==> src/hw/rtl/homogeneous_vector_alu_unit_macros.svh <==
// Assertion helpers shared by the vector ALU sources.
// Each macro is evaluated on the rising edge of clk and is
// switched off while rst is high.
`ifndef HOMOGENEOUS_VECTOR_ALU_UNIT_MACROS_SVH
`define HOMOGENEOUS_VECTOR_ALU_UNIT_MACROS_SVH

// The consequent must hold in the same cycle as the antecedent.
`define HVAU_ASSERT_SAME(label, ante, cons, msg) \
  label: assert property (@(posedge clk) disable iff (rst) (ante) |-> (cons)) \
    else $error(msg);

// The consequent must hold in the cycle after the antecedent.
`define HVAU_ASSERT_NEXT(label, ante, cons, msg) \
  label: assert property (@(posedge clk) disable iff (rst) (ante) |=> (cons)) \
    else $error(msg);

`endif

==> src/hw/rtl/hvau_pkg.sv <==
package hvau_pkg;

  localparam logic [3:0] CMD_EQUAL     = 4'd0;
  localparam logic [3:0] CMD_ADD       = 4'd1;
  localparam logic [3:0] CMD_SUB       = 4'd2;
  localparam logic [3:0] CMD_NEGATE    = 4'd3;
  localparam logic [3:0] CMD_SCALE     = 4'd4;
  localparam logic [3:0] CMD_DIVIDE    = 4'd5;
  localparam logic [3:0] CMD_MAGNITUDE = 4'd6;
  localparam logic [3:0] CMD_NORMALIZE = 4'd7;
  localparam logic [3:0] CMD_DOT       = 4'd8;
  localparam logic [3:0] CMD_CROSS     = 4'd9;

  localparam logic [1:0] ST_OK   = 2'd0;
  localparam logic [1:0] ST_DIVZ = 2'd1;
  localparam logic [1:0] ST_OPND = 2'd2;

  // Register index taken from the word address.
  localparam logic REG_EQUAL_TOL = 1'b0;

  // One result bit of the square root per stage.
  localparam int SQRT_LAT = 32;
  // One quotient bit per stage, plus a setup stage.
  localparam int DIV_ITER = 32;
  localparam int DIV_LAT  = DIV_ITER + 1;
  localparam int PIPE_DEPTH = SQRT_LAT + DIV_LAT;

  // Everything a request carries along the long pipeline.
  typedef struct packed {
    logic [3:0]       cmd;
    logic [3:0][31:0] a;
    logic [31:0]      sc;
    logic [3:0][31:0] r;
    logic [31:0]      rs;
    logic             eq;
    logic [1:0]       status;
  } side_t;

  // Saturates a wide signed value to the signed 32-bit range.
  function automatic logic [31:0] sat66(input logic signed [65:0] v);
    if ((&v[65:31]) || !(|v[65:31])) begin
      return v[31:0];
    end
    return v[65] ? 32'h8000_0000 : 32'h7FFF_FFFF;
  endfunction

endpackage

==> src/hw/rtl/hvau_sqrt.sv <==
module hvau_sqrt import hvau_pkg::*; (
  input  logic        clk,
  input  logic [63:0] radicand,
  output logic [31:0] root
);

  logic [63:0] xs  [SQRT_LAT];
  logic [34:0] rem [SQRT_LAT];
  logic [31:0] rt  [SQRT_LAT];

  for (genvar k = 0; k < SQRT_LAT; k++) begin : g_stage
    logic [63:0] x_in;
    logic [34:0] r_in;
    logic [31:0] q_in;
    logic [34:0] r_sh;
    logic [34:0] trial;

    if (k == 0) begin : g_first
      assign x_in = radicand;
      assign r_in = '0;
      assign q_in = '0;
    end else begin : g_next
      assign x_in = xs[k-1];
      assign r_in = rem[k-1];
      assign q_in = rt[k-1];
    end

    assign r_sh  = {r_in[32:0], x_in[63:62]};
    assign trial = {1'b0, q_in, 2'b01};

    always_ff @(posedge clk) begin
      xs[k] <= {x_in[61:0], 2'b00};
      if (r_sh >= trial) begin
        rem[k] <= r_sh - trial;
        rt[k]  <= {q_in[30:0], 1'b1};
      end else begin
        rem[k] <= r_sh;
        rt[k]  <= {q_in[30:0], 1'b0};
      end
    end
  end

  assign root = rt[SQRT_LAT-1];

endmodule

==> config.mk <==
export PLATFORM = sky130hd
export DESIGN_NAME = hvau_sqrt
export DESIGN_NICKNAME = d
export VERILOG_FILES = /design/src/hw/rtl/homogeneous_vector_alu_unit_macros.svh /design/src/hw/rtl/hvau_pkg.sv /design/src/hw/rtl/hvau_sqrt.sv
export SDC_FILE = /design/constraint.sdc
export NUM_CORES = 2
export LEC_CHECK = 0
export BUFFER_PORTS_ARGS = -buffer_cell sky130_fd_sc_hd__buf_2
export CORE_MARGIN = 3
export CORE_UTILIZATION = 57
export DETAILED_ROUTE_END_ITERATION = 10
export PLACE_DENSITY = 0.71
export SYNTH_ARGS = -nofsm -noshare
export SYNTH_HDL_FRONTEND = slang
export SYNTH_MEMORY_MAX_BITS = 65536
export SYNTH_SLANG_ARGS = --single-unit
==> constraint.sdc <==
create_clock -name clk -period 3.55 [get_ports clk]
set_input_delay 0.1775 -clock clk [delete_from_list [all_inputs] [get_ports clk]]
set_output_delay 0.1775 -clock clk [all_outputs]
set_load 0.005 [all_outputs]
==> results.json <==
{
  "async_flop_share": 0,
  "viasPerCell": 5.358,
  "cp-startpoint": "rt[1][198]$_DFF_P_",
  "ir_drop_uv": 553.7,
  "fin_skew_ns": 0.04448,
  "cts_tree": "yes",
  "cts_inserted_buffers": 235,
  "rsz0062_at_grt": "no",
  "p_per_area_nw_per_um2": 716.4,
  "setup_violations": 0,
  "slew_headroom": 0.3838,
  "crit_arrival_ns": 4.14,
  "setup_tns_ns": 0,
  "synth_enable_flop_cells": 0,
  "drive_gt1_frac": 0.08345,
  "dr.pass1.iters": 6,
  "synth_commonest_cells": "dfxtp_1, inv_1, nand2_1",
  "core-area_um2": 159100,
  "portBuffers": 96,
  "fin_crit_ns": 3.372,
  "crit_type": "reg -> reg",
  "critPathRequiredTime_ns": 4.32,
  "antenna_found_initial": 8,
  "synthMuxAreaShare": 0.01081,
  "ant_nets": 0,
  "rows": 146,
  "critical_path.max_fanout": 41,
  "maxCapViolations": 0,
  "drc": 0,
  "synth_compound_area_frac": 0.1295,
  "synth_seq_cells": 2494,
  "synth_nets": 9720,
  "cp-start-kind": "flip-flop",
  "seqCellArea_um2": 49930,
  "drt_iter0_drc": 4090,
  "critPathSlowestCell": "or3b_2",
  "synth-simple-area-share": 0.1269,
  "slew_violations": 0,
  "overflow": 0,
  "fin_crit_sh": 0.9498,
  "dpl_cell_area_um2": 95370,
  "wl_per_cell_um": 17.08,
  "timing.rr.start": "rt[1][198]$_DFF_P_",
  "synthFlopType": "dfxtp_1",
  "avgSynthCellArea_um2": 10.09,
  "slowest_delay_ns": 0.48,
  "cts_max_level": 4,
  "syn_area_um2": 91800,
  "fmax_mhz": 296.6,
  "synth_cell_types": 92,
  "synth_fa_ha_area_frac": 0.07646,
  "io_pins": 97,
  "cp-end-kind": "flip-flop",
  "min_path_type": "in -> reg",
  "synth_xor_area_frac": 0.07489,
  "clk_pin_slew_ns": 0.06,
  "grt_pass1_vias": 62425,
  "design_area_um2": 105000,
  "insertion_delay_ns": 0.88,
  "clkSinkCount": 2494,
  "die-area_um2": 165900,
  "cts-root-buf": "clkbuf_16",
  "nFillCells": 12643,
  "grt_usage": 0.2385,
  "vias": 63454,
  "start_util": 0.5770,
  "yosys.area.top_type_share": 0.5439,
  "fin_util": 0.6601,
  "dp_hpwl_um": 150900,
  "totalWireLength_um": 202300,
  "area_growth_pct": 14.41,
  "outcome": "finished, final reports clean",
  "cellLeakagePower_nw": 49.62,
  "routabilityCongestion": 0.9286,
  "synth_top_family_by_area": "compound AO/OA/AOI/OAI gates",
  "syn_inst": 9094,
  "grt_max_degree": 53,
  "synth_top_cell_by_area": "dfxtp_1",
  "tightest_slew_ns": 0.9127,
  "worstPathCellList": "inv_1 > ha_1 > a21o_1 > a21oi_1 > or3b_2 > o211ai_1 > o41ai_1 > a21oi_2 > and3_1 > buf_12 > mux2_2",
  "ys_top_cells_by_area": "dfxtp_1, ha_1, xor2_1",
  "fin_nets": 10116,
  "hp-start": "radicand[45]",
  "ys_seq_area_frac": 0.5439,
  "clock_path_buffers": 3,
  "yosysWarnings": 0,
  "yosysMostFrequentCell": "dfxtp_1",
  "grt_pass1_wl_um": 323700,
  "multi_input_area_um2": 38530,
  "die_h_um": 407.3,
  "dieWidth_um": 407.3,
  "hold_violations": 0
}
==> timing repair <==
item	in CTS	in global routing
setup endpoints to repair	0	89
hold buffers	128	0
setup buffers	0	1
endpoints found under the hold margin	65	0
gates resized for setup	0	14
==> flip-flops by register name (all words and copies together), names as in the netlist <==
| signal | count |
|---|---|
| rem | 974 |
| rt | 528 |
| xs | 992 |
==> cell usage in the layout (no fill, tap or decap), types with 35 or more instances in the layout <==
| cell | count |
|---|---|
| dfxtp_1 | 2494 |
| inv_1 | 721 |
| nand2_1 | 643 |
| ha_1 | 561 |
| nor2_1 | 530 |
| a21oi_1 | 529 |
| o21ai_0 | 517 |
| xor2_1 | 412 |
| xnor2_1 | 373 |
| a21o_1 | 256 |
| clkbuf_16 | 235 |
| nor3_1 | 223 |
| nand3_1 | 157 |
| dlygate4sd3_1 | 128 |
| nor4_1 | 121 |
| o21a_1 | 115 |
| buf_4 | 108 |
| or3_1 | 106 |
| buf_2 | 96 |
| nand2b_1 | 94 |
| nand4_1 | 88 |
| nor2b_1 | 76 |
| mux2_2 | 73 |
| or4_1 | 59 |
| o31ai_1 | 59 |
| and3_1 | 56 |
| o21bai_1 | 56 |
| clkinv_2 | 54 |
| a31oi_1 | 49 |
| clkbuf_8 | 46 |
| o211ai_1 | 43 |
| or2_2 | 39 |
| a211oi_1 | 39 |
| and2_1 | 35 |
==> metal layers <==
metal,up-vias,part of all wire,wire length (µm),global-route usage
met3,443,0.047,9487,0.03676
met5,-,0.000064,13,0
met1,29481,0.43,86550,0.2945
met2,1557,0.49,98960,0.4189
li1,31971,-,-,-
met4,2,0.036,7247,0.09117
==> path summary, 6_finish.rpt <==
check                   endpoint  slack, ns  cells after the start
max reg2reg  rem[1][257]$_DFF_P_       0.18                     11
max          rem[1][257]$_DFF_P_       0.18                     11
min reg2reg   xs[0][914]$_DFF_P_       0.29                      0
min            xs[0][45]$_DFF_P_       0.05                      2
==> through the flow <==
stage                     instances  power, mW  setup slack, ns  hold WS [ns]
after detailed placement      11270      49.54           0.1134        0.2811
after floorplan                9094      45.23           0.4808        0.2052
final                         11842      75.24           0.1783       0.04543
after CTS                     11840      75.83          0.08650      0.004440
after global placement        11270      49.32           0.1293        0.2808
after global routing          11841      79.04         0.005310       0.01410
==> cell families (layout without fill, tap and decap cells) <==
family / after synthesis / count (layout)
compound gates: 1904 / 1904
xor+xnor: 785 / 785
fa+ha+maj: 561 / 561
buf+inv: 910 / 1511
flops: 2494 / 2494
mux: 90 / 90
other cells: 1 / 2
simple gates: 2349 / 2349
==> power by group <==
part / switching (mW) / internal, mW / total (mW)
combinational: 7.12 / 5.81 / 12.9
clock: 10.9 / 15.1 / 26.0
sequential: 3.69 / 32.6 / 36.3
==> area by class of cell <==
class,instances,area share
Multi-Input combinational cell,5690,0.3668
Clock buffer,307,0.06294
Sequential cell,2494,0.4753
Inverter,724,0.02587
Timing Repair Buffer,345,0.02697
Tap cell,2146,0.02556
Clock inverter,135,0.01644
Antenna cell,1,0.00002382
==> worst max-delay path, delay by kind of cell (launching register included) <==
kind	cells	cell delay, ns
AOI/OAI and AO/OA	5	1.15
adders and majority gates	1	0.34
buffers and inverters	2	0.28
DFF	1	0.33
muxes	1	0.36
and+or+nand+nor	2	0.78
Note: power is estimated with default switching activity, not from simulation.
