$ cat src/hw/rtl/homogeneous_vector_alu_unit_macros.svh
// Assertion helpers shared by the vector ALU sources.
// Each macro is evaluated on the rising edge of clk and is
// switched off while rst is high.
`ifndef HOMOGENEOUS_VECTOR_ALU_UNIT_MACROS_SVH
`define HOMOGENEOUS_VECTOR_ALU_UNIT_MACROS_SVH

// The consequent must hold in the same cycle as the antecedent.
`define HVAU_ASSERT_SAME(label, ante, cons, msg) \
  label: assert property (@(posedge clk) disable iff (rst) (ante) |-> (cons)) \
    else $error(msg);

// The consequent must hold in the cycle after the antecedent.
`define HVAU_ASSERT_NEXT(label, ante, cons, msg) \
  label: assert property (@(posedge clk) disable iff (rst) (ante) |=> (cons)) \
    else $error(msg);

`endif

$ cat src/hw/rtl/hvau_pkg.sv
package hvau_pkg;

  localparam logic [3:0] CMD_EQUAL     = 4'd0;
  localparam logic [3:0] CMD_ADD       = 4'd1;
  localparam logic [3:0] CMD_SUB       = 4'd2;
  localparam logic [3:0] CMD_NEGATE    = 4'd3;
  localparam logic [3:0] CMD_SCALE     = 4'd4;
  localparam logic [3:0] CMD_DIVIDE    = 4'd5;
  localparam logic [3:0] CMD_MAGNITUDE = 4'd6;
  localparam logic [3:0] CMD_NORMALIZE = 4'd7;
  localparam logic [3:0] CMD_DOT       = 4'd8;
  localparam logic [3:0] CMD_CROSS     = 4'd9;

  localparam logic [1:0] ST_OK   = 2'd0;
  localparam logic [1:0] ST_DIVZ = 2'd1;
  localparam logic [1:0] ST_OPND = 2'd2;

  // Register index taken from the word address.
  localparam logic REG_EQUAL_TOL = 1'b0;

  // One result bit of the square root per stage.
  localparam int SQRT_LAT = 32;
  // One quotient bit per stage, plus a setup stage.
  localparam int DIV_ITER = 32;
  localparam int DIV_LAT  = DIV_ITER + 1;
  localparam int PIPE_DEPTH = SQRT_LAT + DIV_LAT;

  // Everything a request carries along the long pipeline.
  typedef struct packed {
    logic [3:0]       cmd;
    logic [3:0][31:0] a;
    logic [31:0]      sc;
    logic [3:0][31:0] r;
    logic [31:0]      rs;
    logic             eq;
    logic [1:0]       status;
  } side_t;

  // Saturates a wide signed value to the signed 32-bit range.
  function automatic logic [31:0] sat66(input logic signed [65:0] v);
    if ((&v[65:31]) || !(|v[65:31])) begin
      return v[31:0];
    end
    return v[65] ? 32'h8000_0000 : 32'h7FFF_FFFF;
  endfunction

endpackage

$ cat src/hw/rtl/hvau_merge.sv
module hvau_merge import hvau_pkg::*; #(
  parameter int FRAC_BITS = 16
) (
  input  logic             clk,
  input  side_t            s1,
  input  logic [2:0][63:0] prod,
  input  logic [3:0][31:0] lane_res,
  output side_t            s2,
  output logic [63:0]      mag_sq
);

  logic signed [65:0] sum;
  side_t nx;

  always_comb begin
    sum = 66'($signed(prod[0])) + 66'($signed(prod[1])) + 66'($signed(prod[2]));
    nx = s1;
    case (s1.cmd)
      CMD_SCALE: begin
        nx.r = lane_res;
      end
      CMD_DOT: begin
        if (s1.status == ST_OK) begin
          nx.rs = sat66(sum >>> FRAC_BITS);
        end
      end
      CMD_CROSS: begin
        if (s1.status == ST_OK) begin
          nx.r    = lane_res;
          nx.r[3] = '0;
        end
      end
      default: begin
      end
    endcase
  end

  always_ff @(posedge clk) begin
    s2     <= nx;
    mag_sq <= sum[63:0];
  end

endmodule

$ cat config.mk
export PLATFORM = sky130hd
export DESIGN_NAME = hvau_merge
export DESIGN_NICKNAME = d
export VERILOG_FILES = /design/src/hw/rtl/homogeneous_vector_alu_unit_macros.svh /design/src/hw/rtl/hvau_pkg.sv /design/src/hw/rtl/hvau_merge.sv
export SDC_FILE = /design/constraint.sdc
export NUM_CORES = 1
export LEC_CHECK = 0
export BUFFER_PORTS_ARGS = -buffer_cell sky130_fd_sc_hd__buf_2
export CAP_MARGIN = 40
export CORE_AREA = 2 2 410 412
export DETAILED_ROUTE_END_ITERATION = 10
export DIE_AREA = 0 0 412 414
export SYNTH_ARGS = -nofsm -noshare
export SYNTH_HDL_FRONTEND = slang
export SYNTH_SLANG_ARGS = --single-unit
$ cat constraint.sdc
create_clock -name clk -period 17 [get_ports clk]
set_clock_uncertainty 0.1 [all_clocks]
set_input_delay 5.1 -clock clk [delete_from_list [all_inputs] [get_ports clk]]
set_output_delay 5.1 -clock clk [all_outputs]
set_load 0.02 [all_outputs]
==> flow_metrics.py <==
metrics = {
    "logic_synthesis": {
        "avgSynthCellArea_um2": 10.2,
        "combinational_family_with_the_most_area_after_synthesis": "simple AND/OR/NAND/NOR gates",
        "seq_area_frac_synth_pct": 51.9,
        "synth_largest_area_cell": "sky130_fd_sc_hd__dfxtp_1",
        "netlist-cell-type-count": 72,
        "synth_warnings": 0,
        "synth_flop_cell": "sky130_fd_sc_hd__dfxtp_1",
        "synthesized_area_fraction_occupied_by_adder_cells_pct": 13.9,
        "post_syn_nets": 2256,
        "synth_cells": 1479,
        "synth_xor_xnor_area_share_pct": 3.49,
        "basic_gate_share_of_the_synthesized_area_counting_and_or_nand_and_nor_cells_pct": 14.4,
        "yosys_register_bits": 391,
        "synth.top_cells.by_area": "sky130_fd_sc_hd__dfxtp_1, sky130_fd_sc_hd__nand2_1, sky130_fd_sc_hd__fa_1",
        "post_synth_instance_area_um2": 15100,
        "synth_largest_type_area_fraction_pct": 51.9,
        "synth_async_sr_flop_share_pct": 0,
        "yosys.cell_count.top_type": "sky130_fd_sc_hd__dfxtp_1",
        "synth_compound_gate_area_share_pct": 13.5,
        "synth_enable_flop_cells": 0,
        "mux_contribution_to_synthesized_area_pct": 0.0747,
        "synth_top_cells_by_count": "sky130_fd_sc_hd__dfxtp_1, sky130_fd_sc_hd__nand2_1, sky130_fd_sc_hd__a21oi_1, sky130_fd_sc_hd__clkbuf_1, sky130_fd_sc_hd__fa_1",
    },
    "drt": {
        "drtIter0Drc": 1245,
        "detail_route.vias_per_cell": 3.44,
        "drt-wirelength-per-cell_um": 28.8,
        "vias": 16547,
        "firstDrtPassIters": 5,
        "detail_route.drc_violations": 0,
        "detail-route-antenna-nets": 0,
        "totalWireLength_um": 138000,
    },
    "global_route": {
        "sum_of_overflow_across_all_layers_after_global_routing": 0,
        "antenna_found_initial": 116,
        "first_global_vias": 16360,
        "grt_util_all_layers_pct": 15.6,
        "grt_max_degree": 77,
        "wire_length_of_the_first_global_routing_pass_um": 171000,
    },
    "timing": {
        "hold_worst_slack_ns": 4.39,
        "worst_slew_pin_slew_ns": 0.946,
        "final_hold_viol_count": 0,
        "fin_tns_setup_ns": 0,
        "maxClockFrequency_mhz": 97.0,
        "slew_violations": 0,
        "post-route-period-util_pct": 60.7,
        "setup_violations": 0,
        "post_layout_min_period_ns": 10.31,
        "rsz_0062_raised_after_global_routing": "false",
        "worst_slew_margin_rel_pct": 37.0,
        "fin_worst_setup_slack_ns": 6.69,
    },
    "place": {
        "place_congestion": 1.19,
        "dp_hpwl_um": 123000,
        "pre_cts_ws_ns": 5.96,
        "detailed_place.area_um2": 22900,
        "buffer_ports.inserted": 1038,
    },
    "cells_and_area": {
        "post_route_cells_drive_above_1_share_pct": 45.8,
        "final_nets": 3292,
        "filler_cell_count": 18913,
        "register_area_um2": 7830,
        "layout.cell_area.non_filler_um2": 25000,
        "multi_input_comb_area_um2": 6860,
        "area.growth.synth_to_final_pct": 65.7,
    },
    "power": {
        "peakVddDrop_v": 0.0000803,
        "power.share.combinational_pct": 32.1,
        "total_leakage_power_uw": 0.0116,
        "total_switching_power_uw": 1360,
        "sequentialPowerShare_pct": 30.8,
        "cellInternalPower_uw": 2160,
        "power_per_cell_area_nw_per_um2": 141,
        "power.share.switching_pct": 38.5,
        "pwr-share-clk_pct": 37.0,
    },
    "floorplan": {
        "die-height_um": 414,
        "start_util_pct": 9.06,
        "boundaryPins": 1039,
        "die-area_um2": 171000,
        "dieWidth_um": 412,
        "num_rows": 150,
        "floorplan.core_area_um2": 166000,
    },
    "clock_tree": {
        "cts.reportedPaths.clkPinSlew_ns": 0.06,
        "clock_sink_count": 391,
        "ctsRootBufferMaster": "sky130_fd_sc_hd__clkbuf_16",
        "cts_hold_buf": 0,
        "maximum_buffer_depth_of_the_clock_tree": 3,
        "cts.repair.resized": 0,
        "postCtsSetupRepairBufs": 0,
        "htreeDepth": 2,
        "tritoncts": "yes",
        "cts_inserted_buffers": 54,
    },
    "worst_setup_path": {
        "path_class": "in -> reg",
        "critical_path_peak_fanout": 31,
        "critPathArrivalTime_ns": 10.76,
        "critPathCaptureType": "flop",
        "cp.required_ns": 17.45,
        "critPathLaunchType": "primary input",
    },
    "worst_hold_path": {
        "holdPathEnd": "s2[300]$_DFF_P_",
        "hp-start": "s1[300]",
        "min-delay-path-class": "in -> reg",
        "worstHoldPathCells": 1,
    },
    "run_status": {
        "status": "finished clean",
    },
    "flow_run": {
        "max-cap-violations": 0,
    },
}
==> worst max-delay path by stage <==
stage                     slack [ns]  depth (start not counted)            end  startpoint
after floorplan                 7.70                         15  s2[8]$_DFF_P_     prod[1]
after global placement          5.37                         15  s2[3]$_DFF_P_    prod[29]
after detailed placement        5.96                         15  s2[3]$_DFF_P_    prod[29]
after CTS                       6.71                         15  s2[3]$_DFF_P_    prod[29]
after global routing            6.56                         15  s2[3]$_DFF_P_    prod[29]
final                           6.69                         15  s2[3]$_DFF_P_    prod[29]
==> stage by stage <==
| step | power, uW | cells | util [%] |
|---|---|---|---|
| after floorplan | 1600 | 1479 | - |
| after global placement | 2240 | 4655 | 13.7 |
| after detailed placement | 2250 | 4663 | 13.7 |
| after CTS | 3590 | 4762 | 15.0 |
| after global routing | 3680 | 4782 | 15.0 |
| final | 3520 | 4807 | 15.0 |
==> per-layer routing <==
layer / share of wire (%) / vias up / GRT usage, %
met2: 45 / 1163 / 24.8
li1: - / 7218 / -
met3: 13 / 260 / 8.32
met1: 36 / 7878 / 16.9
met4: 4.9 / 28 / 7.08
met5: 0.14 / - / 0
==> registers in the layout, indices dropped and copies added (netlist names) <==
register / flops
s2: 327
mag_sq: 64
==> cells by family after synthesis <==
family,count (synthesis)
multiplexers,1
XOR/XNOR,60
adder cells (fa/ha/maj),129
buffers and inverters,98
AO/OA/AOI/OAI,295
AND/OR/NAND/NOR,505
flip-flops,391
==> layout make-up <==
class | count | area share [%]
Timing Repair Buffer | 1057 | 21.4
Inverter | 21 | 0.316
Sequential cell | 391 | 31.3
Clock inverter | 28 | 2.10
Clock buffer | 71 | 5.91
Antenna cell | 45 | 0.451
Multi-Input combinational cell | 990 | 27.5
Tap cell | 2204 | 11.0
==> worst max-delay path, stage by stage <==
cell and delay, ns:
sky130_fd_sc_hd__buf_2 0.11, sky130_fd_sc_hd__fa_1 0.53, sky130_fd_sc_hd__ha_1 0.58, sky130_fd_sc_hd__nand2_1 0.23, sky130_fd_sc_hd__nor4_1 0.68, sky130_fd_sc_hd__and3_1 0.56
sky130_fd_sc_hd__o211ai_1 0.15, sky130_fd_sc_hd__a21oi_1 0.48, sky130_fd_sc_hd__nor3b_1 0.20, sky130_fd_sc_hd__xnor2_1 0.21, sky130_fd_sc_hd__or4b_4 0.51, sky130_fd_sc_hd__nor4_2 0.16
sky130_fd_sc_hd__nand4b_1 0.13, sky130_fd_sc_hd__o31a_2 0.63, sky130_fd_sc_hd__a221o_2 0.42
==> cells in the final DEF (no fill, tap or decap), types with 8 or more instances in the layout <==
master	n
sky130_fd_sc_hd__a21o_1	9
sky130_fd_sc_hd__a21oi_1	87
sky130_fd_sc_hd__a221o_1	31
sky130_fd_sc_hd__a22o_1	32
sky130_fd_sc_hd__buf_2	1044
sky130_fd_sc_hd__buf_4	12
sky130_fd_sc_hd__bufinv_16	12
sky130_fd_sc_hd__clkbuf_1	11
sky130_fd_sc_hd__clkbuf_16	54
sky130_fd_sc_hd__dfxtp_1	391
sky130_fd_sc_hd__diode_2	45
sky130_fd_sc_hd__fa_1	65
sky130_fd_sc_hd__ha_1	64
sky130_fd_sc_hd__inv_1	21
sky130_fd_sc_hd__nand2_1	362
sky130_fd_sc_hd__nand3_1	8
sky130_fd_sc_hd__nand4_1	32
sky130_fd_sc_hd__nor2_1	46
sky130_fd_sc_hd__nor3_1	10
sky130_fd_sc_hd__nor4_1	8
sky130_fd_sc_hd__o21a_1	8
sky130_fd_sc_hd__o21ai_0	52
sky130_fd_sc_hd__o21bai_1	9
sky130_fd_sc_hd__xnor2_1	35
sky130_fd_sc_hd__xor2_1	25
==> power groups by stage <==
stage          Combinational [uW]  Sequential (uW)  Clock, uW
2_1_floorplan                 344             1260          0
3_3_place_gp                 1140             1100          0
3_5_place_dp                 1140             1100          0
4_1_cts                      1150             1090       1350
5_1_grt                      1210             1100       1380
6_report                     1130             1090       1300
No activity file was read; power rests on OpenSTA's default activity.
